## src/design/iair_pkg.sv

```systemverilog
`timescale 1ns / 1ps
// ----------------------------------------------------------------------------
// iair_pkg
// Shared word types and operation/status codes of the indexed array block.
// ----------------------------------------------------------------------------
package iair_pkg;

  localparam int unsigned OpW    = 3;
  localparam int unsigned IdxW   = 7;
  localparam int unsigned CntW   = 7;
  localparam int unsigned DataW  = 32;
  localparam int unsigned StatW  = 2;

  localparam logic [OpW-1:0] OP_INS_AT  = 3'd0;
  localparam logic [OpW-1:0] OP_INS_FRT = 3'd1;
  localparam logic [OpW-1:0] OP_INS_BCK = 3'd2;
  localparam logic [OpW-1:0] OP_REMOVE  = 3'd3;
  localparam logic [OpW-1:0] OP_READ    = 3'd4;

  localparam logic [StatW-1:0] ST_OK      = 2'd0;
  localparam logic [StatW-1:0] ST_BAD_IDX = 2'd1;
  localparam logic [StatW-1:0] ST_FULL    = 2'd2;
  localparam logic [StatW-1:0] ST_BAD_LEN = 2'd3;

  typedef struct packed {
    logic [OpW-1:0]          op;
    logic [IdxW-1:0]         index;
    logic [IdxW-1:0]         length;
    logic signed [DataW-1:0] value;
  } req_t;

  typedef struct packed {
    logic [StatW-1:0]        status;
    logic [CntW-1:0]         count;
    logic signed [DataW-1:0] read_value;
  } rsp_t;

endpackage

```

## src/design/iair_req_if.sv

```systemverilog
`timescale 1ns / 1ps
// ----------------------------------------------------------------------------
// iair_req_if
// Request channel: one operation word per valid/ready handshake.
// ----------------------------------------------------------------------------
interface iair_req_if;
  import iair_pkg::*;

  logic valid;
  logic ready;
  req_t data;

  modport source (output valid, output data, input ready);
  modport sink   (input valid, input data, output ready);
endinterface

```

## src/design/iair_rsp_if.sv

```systemverilog
`timescale 1ns / 1ps
// ----------------------------------------------------------------------------
// iair_rsp_if
// Response channel: status, count and read data, one word per handshake.
// ----------------------------------------------------------------------------
interface iair_rsp_if;
  import iair_pkg::*;

  logic valid;
  logic ready;
  rsp_t data;

  modport source (output valid, output data, input ready);
  modport sink   (input valid, input data, output ready);
endinterface

```

## src/design/iair_mem.sv

```systemverilog
`timescale 1ns / 1ps
// ----------------------------------------------------------------------------
// iair_mem
// Entry store: one write port, one read port, registered read data.
// ----------------------------------------------------------------------------
module iair_mem #(
  parameter int unsigned DEPTH = 64,
  parameter int unsigned AW    = $clog2(DEPTH)
) (
  input  logic                            clk_i,
  input  logic                            we_i,
  input  logic [AW-1:0]                   waddr_i,
  input  logic [iair_pkg::DataW-1:0]      wdata_i,
  input  logic                            re_i,
  input  logic [AW-1:0]                   raddr_i,
  output logic [iair_pkg::DataW-1:0]      rdata_o
);
  import iair_pkg::*;

  logic [DataW-1:0] mem_q [DEPTH];
  logic [DataW-1:0] rdata_q;

  always_ff @(posedge clk_i) begin
    if (we_i) begin
      mem_q[waddr_i] <= wdata_i;
    end
  end

  always_ff @(posedge clk_i) begin
    if (re_i) begin
      rdata_q <= mem_q[raddr_i];
    end
  end

  assign rdata_o = rdata_q;

endmodule

```

## src/design/iair_ctrl.sv

```systemverilog
`timescale 1ns / 1ps
// ----------------------------------------------------------------------------
// iair_ctrl
// Operation sequencer: checks bounds, walks the shift through the store one
// entry per cycle, and holds the response word.
// ----------------------------------------------------------------------------
module iair_ctrl #(
  parameter int unsigned DEPTH = 64,
  parameter int unsigned AW    = $clog2(DEPTH)
) (
  input  logic                            clk_i,
  input  logic                            rst_ni,
  iair_req_if.sink                        req_i,
  iair_rsp_if.source                      rsp_o,
  output logic                            mem_we_o,
  output logic [AW-1:0]                   mem_waddr_o,
  output logic [iair_pkg::DataW-1:0]      mem_wdata_o,
  output logic                            mem_re_o,
  output logic [AW-1:0]                   mem_raddr_o,
  input  logic [iair_pkg::DataW-1:0]      mem_rdata_i
);
  import iair_pkg::*;

  localparam int unsigned CW = $clog2(DEPTH + 1);
  localparam int unsigned XW = (CW > IdxW) ? CW : IdxW;
  localparam logic [XW-1:0] DepthX = XW'(DEPTH);

  typedef enum logic [2:0] {
    S_IDLE,
    S_MOVE,
    S_PUT,
    S_READ,
    S_RDATA,
    S_RESP
  } state_e;

  state_e           state_q;
  logic [CW-1:0]    count_q;
  logic [CW-1:0]    left_q;
  logic [AW-1:0]    rd_addr_q;
  logic [AW-1:0]    wr_addr_q;
  logic             vld_q;
  logic             dn_q;
  logic             ins_q;
  logic [DataW-1:0] val_q;
  logic [StatW-1:0] status_q;
  logic [DataW-1:0] rdval_q;
  logic             rsp_valid_q;
  rsp_t             rsp_q;

  logic             accept;
  logic [XW-1:0]    cnt_x;
  logic [XW-1:0]    idx_x;
  logic [XW-1:0]    len_x;
  logic [XW-1:0]    pos_x;
  logic [XW:0]      end_x;

  assign req_i.ready = (state_q == S_IDLE);
  assign accept      = req_i.valid && req_i.ready;
  assign rsp_o.valid = rsp_valid_q;
  assign rsp_o.data  = rsp_q;

  assign cnt_x = XW'(count_q);
  assign idx_x = XW'(req_i.data.index);
  assign len_x = XW'(req_i.data.length);
  assign end_x = (XW + 1)'(idx_x) + (XW + 1)'(len_x);

  always_comb begin
    case (req_i.data.op)
      OP_INS_AT:  pos_x = idx_x;
      OP_INS_FRT: pos_x = '0;
      default:    pos_x = cnt_x;
    endcase
  end

  // reads run ahead of writes in the shift direction, so no entry is read
  // in the cycle it is written
  always_comb begin
    mem_re_o    = 1'b0;
    mem_raddr_o = rd_addr_q;
    mem_we_o    = 1'b0;
    mem_waddr_o = wr_addr_q;
    mem_wdata_o = mem_rdata_i;
    case (state_q)
      S_MOVE: begin
        mem_re_o = (left_q != '0);
        mem_we_o = vld_q;
      end
      S_PUT: begin
        mem_we_o    = 1'b1;
        mem_wdata_o = val_q;
      end
      S_READ: begin
        mem_re_o = 1'b1;
      end
      default: begin
        mem_re_o = 1'b0;
      end
    endcase
  end

  always_ff @(posedge clk_i or negedge rst_ni) begin
    if (!rst_ni) begin
      state_q     <= S_IDLE;
      count_q     <= '0;
      left_q      <= '0;
      rd_addr_q   <= '0;
      wr_addr_q   <= '0;
      vld_q       <= 1'b0;
      dn_q        <= 1'b0;
      ins_q       <= 1'b0;
      val_q       <= '0;
      status_q    <= ST_OK;
      rdval_q     <= '0;
      rsp_valid_q <= 1'b0;
      rsp_q       <= '0;
    end else begin
      if (rsp_valid_q && rsp_o.ready && (state_q != S_RESP)) begin
        rsp_valid_q <= 1'b0;
      end
      case (state_q)
        S_IDLE: begin
          if (accept) begin
            rdval_q  <= '0;
            vld_q    <= 1'b0;
            val_q    <= req_i.data.value;
            case (req_i.data.op)
              OP_INS_AT, OP_INS_FRT, OP_INS_BCK: begin
                if (pos_x > cnt_x) begin
                  status_q <= ST_BAD_IDX;
                  state_q  <= S_RESP;
                end else if (cnt_x >= DepthX) begin
                  status_q <= ST_FULL;
                  state_q  <= S_RESP;
                end else begin
                  status_q  <= ST_OK;
                  left_q    <= CW'(cnt_x - pos_x);
                  rd_addr_q <= AW'(cnt_x - XW'(1));
                  wr_addr_q <= AW'(cnt_x);
                  dn_q      <= 1'b1;
                  ins_q     <= 1'b1;
                  count_q   <= CW'(count_q + CW'(1));
                  state_q   <= S_MOVE;
                end
              end
              OP_REMOVE: begin
                if (idx_x >= cnt_x) begin
                  status_q <= ST_BAD_IDX;
                  state_q  <= S_RESP;
                end else if (end_x > (XW + 1)'(cnt_x)) begin
                  status_q <= ST_BAD_LEN;
                  state_q  <= S_RESP;
                end else if (len_x != '0) begin
                  status_q  <= ST_OK;
                  left_q    <= CW'((XW + 1)'(cnt_x) - end_x);
                  rd_addr_q <= AW'(end_x);
                  wr_addr_q <= AW'(idx_x);
                  dn_q      <= 1'b0;
                  ins_q     <= 1'b0;
                  count_q   <= CW'(cnt_x - len_x);
                  state_q   <= S_MOVE;
                end else begin
                  status_q <= ST_OK;
                  state_q  <= S_RESP;
                end
              end
              OP_READ: begin
                if (idx_x >= cnt_x) begin
                  status_q <= ST_BAD_IDX;
                  state_q  <= S_RESP;
                end else begin
                  status_q  <= ST_OK;
                  rd_addr_q <= AW'(idx_x);
                  state_q   <= S_READ;
                end
              end
              default: begin
                status_q <= ST_OK;
                state_q  <= S_RESP;
              end
            endcase
          end
        end
        S_MOVE: begin
          vld_q <= (left_q != '0);
          if (left_q != '0) begin
            left_q    <= CW'(left_q - CW'(1));
            rd_addr_q <= dn_q ? AW'(rd_addr_q - AW'(1)) : AW'(rd_addr_q + AW'(1));
          end
          if (vld_q) begin
            wr_addr_q <= dn_q ? AW'(wr_addr_q - AW'(1)) : AW'(wr_addr_q + AW'(1));
          end
          if (left_q == '0) begin
            state_q <= ins_q ? S_PUT : S_RESP;
          end
        end
        S_PUT: begin
          state_q <= S_RESP;
        end
        S_READ: begin
          state_q <= S_RDATA;
        end
        S_RDATA: begin
          rdval_q <= mem_rdata_i;
          state_q <= S_RESP;
        end
        S_RESP: begin
          if (!rsp_valid_q || rsp_o.ready) begin
            rsp_valid_q      <= 1'b1;
            rsp_q.status     <= status_q;
            rsp_q.count      <= CntW'(count_q);
            rsp_q.read_value <= rdval_q;
            state_q          <= S_IDLE;
          end
        end
        default: begin
          state_q <= S_IDLE;
        end
      endcase
    end
  end

endmodule

```

## src/design/indexed_array_insert_remove.sv

```systemverilog
`timescale 1ns / 1ps
// ----------------------------------------------------------------------------
// indexed_array_insert_remove
// Ordered store of up to DEPTH signed 32-bit entries with insert, remove
// range and read operations.
//
// req_i takes one operation word (op, index, length, value) per valid/ready
// handshake; rsp_o returns one word (status, count, read_value) for each.
// Operations run one at a time: req_i.ready is high only while the
// sequencer is idle. The response sits in an output register, so a new
// request is taken while the previous response still waits on rsp_o.
// A rejected or empty operation goes straight to the response step, a read
// passes through the registered read port first, and an insert or a remove
// shifts the entries behind its position one entry per cycle through the
// single-port-write store before the response.
// Reset empties the array at once; entry contents are not cleared and are
// never visible before being written. A stalled rsp_o holds its word and
// holds the sequencer in its last step, so no response is dropped.
// ----------------------------------------------------------------------------
module indexed_array_insert_remove #(
  parameter int unsigned DEPTH = 64
) (
  input  logic        clk_i,
  input  logic        rst_ni,
  iair_req_if.sink    req_i,
  iair_rsp_if.source  rsp_o
);
  import iair_pkg::*;

  localparam int unsigned AW = $clog2(DEPTH);

  logic             mem_we;
  logic [AW-1:0]    mem_waddr;
  logic [DataW-1:0] mem_wdata;
  logic             mem_re;
  logic [AW-1:0]    mem_raddr;
  logic [DataW-1:0] mem_rdata;

  iair_ctrl #(
    .DEPTH (DEPTH),
    .AW    (AW)
  ) u_ctrl (
    .clk_i       (clk_i),
    .rst_ni      (rst_ni),
    .req_i       (req_i),
    .rsp_o       (rsp_o),
    .mem_we_o    (mem_we),
    .mem_waddr_o (mem_waddr),
    .mem_wdata_o (mem_wdata),
    .mem_re_o    (mem_re),
    .mem_raddr_o (mem_raddr),
    .mem_rdata_i (mem_rdata)
  );

  iair_mem #(
    .DEPTH (DEPTH),
    .AW    (AW)
  ) u_mem (
    .clk_i   (clk_i),
    .we_i    (mem_we),
    .waddr_i (mem_waddr),
    .wdata_i (mem_wdata),
    .re_i    (mem_re),
    .raddr_i (mem_raddr),
    .rdata_o (mem_rdata)
  );

endmodule

```

## src/flat_wrapper.sv

```systemverilog
// flat-port wrapper written by rule: the top's interface ports become plain ports
module indexed_array_insert_remove_flat import iair_pkg::*;
#(
  parameter int unsigned DEPTH = 64
)
  (clk_i, rst_ni, req_i_valid, req_i_data, req_i_ready, rsp_o_valid, rsp_o_data, rsp_o_ready);
  iair_req_if req_i_i ();
  iair_rsp_if rsp_o_i ();
  input  logic clk_i;
  input  logic rst_ni;
  input wire logic [$bits(req_i_i.valid)-1:0] req_i_valid;
  input wire logic [$bits(req_i_i.data)-1:0] req_i_data;
  output wire logic [$bits(req_i_i.ready)-1:0] req_i_ready;
  output wire logic [$bits(rsp_o_i.valid)-1:0] rsp_o_valid;
  output wire logic [$bits(rsp_o_i.data)-1:0] rsp_o_data;
  input wire logic [$bits(rsp_o_i.ready)-1:0] rsp_o_ready;
  assign req_i_i.valid = req_i_valid;
  assign req_i_i.data = req_i_data;
  assign req_i_ready = req_i_i.ready;
  assign rsp_o_valid = rsp_o_i.valid;
  assign rsp_o_data = rsp_o_i.data;
  assign rsp_o_i.ready = rsp_o_ready;
  indexed_array_insert_remove #(.DEPTH(DEPTH)) u_core (.clk_i(clk_i), .rst_ni(rst_ni), .req_i(req_i_i), .rsp_o(rsp_o_i));
endmodule
```

## config.mk

```make
export PLATFORM = sky130hd
export DESIGN_NAME = indexed_array_insert_remove_flat
export DESIGN_NICKNAME = d
export VERILOG_FILES = /design/src/design/iair_pkg.sv /design/src/design/iair_req_if.sv /design/src/design/iair_rsp_if.sv /design/src/design/iair_mem.sv /design/src/design/iair_ctrl.sv /design/src/design/indexed_array_insert_remove.sv /design/src/flat_wrapper.sv
export SDC_FILE = /design/constraint.sdc
export NUM_CORES = 2
export LEC_CHECK = 0
export BUFFER_PORTS_ARGS = -buffer_cell sky130_fd_sc_hd__buf_2
export CORE_MARGIN = 3
export CORE_UTILIZATION = 50
export DETAILED_ROUTE_END_ITERATION = 12
export GPL_TIMING_DRIVEN = 0
export HOLD_SLACK_MARGIN = 0.1
export PLACE_DENSITY = 0.63
export RECOVER_POWER = 100
export SYNTH_ARGS = -nofsm -noshare
export SYNTH_HDL_FRONTEND = slang
export SYNTH_SLANG_ARGS = --single-unit
```

## constraint.sdc

```tcl
create_clock -name clk_i -period 6.3 [get_ports clk_i]
set_input_delay 0.315 -clock clk_i [delete_from_list [all_inputs] [get_ports clk_i]]
set_output_delay 0.315 -clock clk_i [all_outputs]
set_load 0.02 [all_outputs]
```

==> metrics.md <==
| Metric | Value |
|---|---|
| R2r setup slk | `820 ps` |
| R2r endpoint | `u_core.u_mem.mem_q[2][4]` |
| Worst Slack Setup Final | `816 ps` |
| Achievable Freq | `182 MHz` |
| Port bufs | `95` |
| Via-to-Cell Ratio | `6.42` |
| Critical Path End Type | `register` |
| Initial DRC count | `6686` |
| Remaining global-route overflow | `0` |
| Leading cell type in the layout, fill and taps excluded | `edfxtp_1` |
| Worst min path class | `primary input to register` |
| Area growth from synthesis to layout | `13.4%` |
| Syn Inst Count | `3950` |
| Initial core utilization | `50.6%` |
| Reg2reg start | `u_core.u_ctrl.state_q[1]` |
| Share of cells above drive strength 1 | `26.0%` |
| Core Rows | `152` |
| Seq cells post-synth | `2219` |
| Post-DP HPWL | `156000 um` |
| Routability cong. | `0.920` |
| Seq/Total Area, Yosys | `75.5%` |
| Full die area | `180000 sq um` |
| Max-cap violations | `103` |
| CTS Hold Bufs | `47` |
| Maximum buffer depth of the clock tree | `3` |
| Worst reg2reg path depth | `8` |
| Final setup violation count | `0` |
| CTS Buf Count | `220` |
| Setup bufs post-CTS | `0` |
| WHS Endpoint | `u_core.u_ctrl.mem_waddr_o[4]` |
| Static leakage | `0.0316 uW` |
| Slew headroom | `-87.9%` |
| CTS H-Tree Depth | `4` |
| Failing checks | `max-capacitance violations, max-slew violations` |
| CTS root buffer | `clkbuf_16` |
| Average size of a mapped cell | `22.1 sq um` |
| Nets | `4502` |
| Largest net degree at the start of global routing | `94` |
| Final wirelength | `239000 um` |
| CTS sink count | `2219` |
| Power Total | `48900 uW` |
| Vias post-DR | `44.2k` |
| Status | `complete, but fails checks` |
| Fin. max-slew vios | `3225` |
| Clock slew at reported path FFs | `60 ps` |
| Worst hold start | `req_i_data[43]` |
| Max FO, Critical Path | `20` |
| Crit path time final | `5480 ps` |
| Hold path cells | `4` |
| Vias in the first global route | `44.1k` |
| Final period util | `87.0%` |
| Post-Syn Nets | `4059` |
| Unique cell type count in the Yosys netlist | `69` |
| Synthesis Warnings | `0` |
| Clk_lat worst skew | `850 ps` |
| Antenna Violating Nets Remaining | `0` |
| Dpl cells | `6434` |
| Mapped cell area | `87300 sq um` |
| Post-DR wirelength/cell | `34.7 um` |
| Actual slew at the worst max-slew pin | `2810 ps` |
| Fin cells | `6882` |
| GRT Total Usage | `26.9%` |
| Peak supply drop | `0.309 mV` |
| Global-route wire length before repair | `337000 um` |
| Filler cells | `12.7k` |
| CP Launch Type | `register` |
| Chip Height | `424 um` |
| DRC viols | `0` |
| Fin. Hold Viols | `0` |
| Core ar. | `172000 sq um` |
| RSZ-0062 raised after global routing | `no` |
| Post-synth EDFFs | `2080` |
| 1st-pass router iterations | `6` |
| Worst EP arrival | `5920 ps` |
| Post-cts resize count | `0` |
| Clock skew | `26.3 ps` |
| Ys async rst share | `6.26%` |
| Setup CP Type | `register to register` |
| Place WS | `1500 ps` |
| CTS tree | `yes` |
| Pwr Density | `494 nW/um^2` |
| Most used DFF post-synth | `edfxtp_1` |
| Most frequent cells in the layout | `edfxtp_1, mux4_2, clkbuf_1, clkbuf_16` |
| CP required | `6730 ps` |
| I/O pin count | `96` |
| Initial antenna violation count | `7` |
| Die width | `424 um` |
[worst max path at each step]
stage / from / to / depth (start not counted)
CTS: u_core.u_ctrl.mem_raddr_o[2] / u_core.u_mem.rdata_o[21] / 8
detailed placement: u_core.u_ctrl.mem_raddr_o[2] / u_core.u_mem.rdata_o[21] / 8
global route: u_core.u_ctrl.state_q[1] / u_core.u_mem.mem_q[3][31] / 8
floorplan: u_core.u_ctrl.state_q[1] / u_core.u_mem.mem_q[48][0] / 7
global placement: u_core.u_ctrl.state_q[1] / u_core.u_mem.mem_q[32][16] / 7
finish: u_core.u_ctrl.state_q[1] / u_core.u_mem.mem_q[2][4] / 8
[worst max-delay path, cell delays in order, from the launching register on]
cell and delay, ps:
dfrtp_1 480, clkbuf_1 350, and3_1 210, clkbuf_1 310
a21o_1 210, clkbuf_1 440, nand2b_1 340, nor2_1 1480
clkbuf_1 1230
[cells by family after synthesis]
kind of cell,synth area share [%]
AO/OA/AOI/OAI,2.04
XOR/XNOR,0.271
adder cells (fa/ha/maj),0.854
buffers and inverters,1.25
flip-flops,75.5
multiplexers,18.2
AND/OR/NAND/NOR,1.88
[layout make-up]
| class | count | area, sq um | share of cell area, % |
|---|---|---|---|
| multi-input cells | 1482 | 20200 | 20.5 |
| clock buffers | 285 | 5900 | 5.96 |
| diodes | 5 | 12.5 | 0.0126 |
| repair buffers | 221 | 2120 | 2.14 |
| inverters | 36 | 135 | 0.137 |
| clock inverters | 111 | 796 | 0.804 |
| plain buffers | 213 | 946 | 0.956 |
| flip-flops and latches | 2219 | 65900 | 66.6 |
| well taps | 2310 | 2890 | 2.92 |
[synth_stat cells (all sizes together), types with 5 or more instances]
| master | number | share of area [%] |
|---|---|---|
| edfxtp | 2080 | 72 |
| mux4 | 638 | 16 |
| dfrtp | 139 | 4.0 |
| nand2 | 139 | 0.60 |
| mux2 | 115 | 1.5 |
| buf | 109 | 0.65 |
| clkbuf | 104 | 0.45 |
| nor2 | 102 | 0.44 |
| a21oi | 64 | 0.37 |
| o21ai | 56 | 0.32 |
| ha | 50 | 0.72 |
| a211oi | 40 | 0.34 |
| inv | 36 | 0.15 |
| nor2b | 29 | 0.21 |
| xnor2 | 23 | 0.23 |
| mux2i | 19 | 0.22 |
| nand3 | 18 | 0.10 |
| a311oi | 17 | 0.17 |
| nor3 | 17 | 0.10 |
| a21o | 16 | 0.14 |
| nand2b | 14 | 0.10 |
| a31oi | 11 | 0.079 |
| o211ai | 7 | 0.066 |
| o21a | 7 | 0.060 |
| o21bai | 7 | 0.060 |
| fa | 6 | 0.14 |
| nor3b | 6 | 0.052 |
| o31ai | 6 | 0.052 |
| or3 | 6 | 0.043 |
| o221ai | 5 | 0.050 |
[power breakdown]
part           leakage, uW  total (uW)  switching (uW)  internal [uW]
logic              0.00789       16200           10400           5870
clock network      0.00327       12400            5410           6950
registers           0.0204       20300             611          19700
[per-stage QoR]
| step | utilization [%] | setup TNS (ps) | hold WS [ps] | cell area [sq um] |
|---|---|---|---|---|
| 5_1_grt | 57.4 | 0 | 160 | 99000 |
| 2_1_floorplan | - | 0 | 19.4 | 87300 |
| 6_report | 57.4 | 0 | 155 | 99000 |
| 3_3_place_gp | 52.6 | -241070 | 470 | 90600 |
| 3_5_place_dp | 53.7 | 0 | 291 | 92600 |
| 4_1_cts | 57.9 | 0 | 101 | 99800 |
[state kept, by name, indices dropped and copies added (netlist names), 2 cells and up]
name and count:
u_core.u_ctrl.cnt_x 7, u_core.u_ctrl.rdval_q 32, u_core.u_ctrl.rsp_o.data 41, u_core.u_ctrl.val_q 32, u_core.u_ctrl.status_q 2, u_core.u_ctrl.state_q 3
u_core.u_mem.rdata_o 32, u_core.u_mem.mem_q 2048, u_core.u_ctrl.left_q 7, u_core.u_ctrl.mem_waddr_o 6, u_core.u_ctrl.mem_raddr_o 6
[routing by layer]
layer / vias up / wire, um / global-route usage, %
li1: 17500 / - / -
met1: 23800 / 96600 / 39.8
met2: 2501 / 110000 / 41.0
met3: 422 / 23700 / 5.10
met4: 0 / 8570 / 8.68
met5: - / 0 / 0
Power figures use the tool's default switching activity.
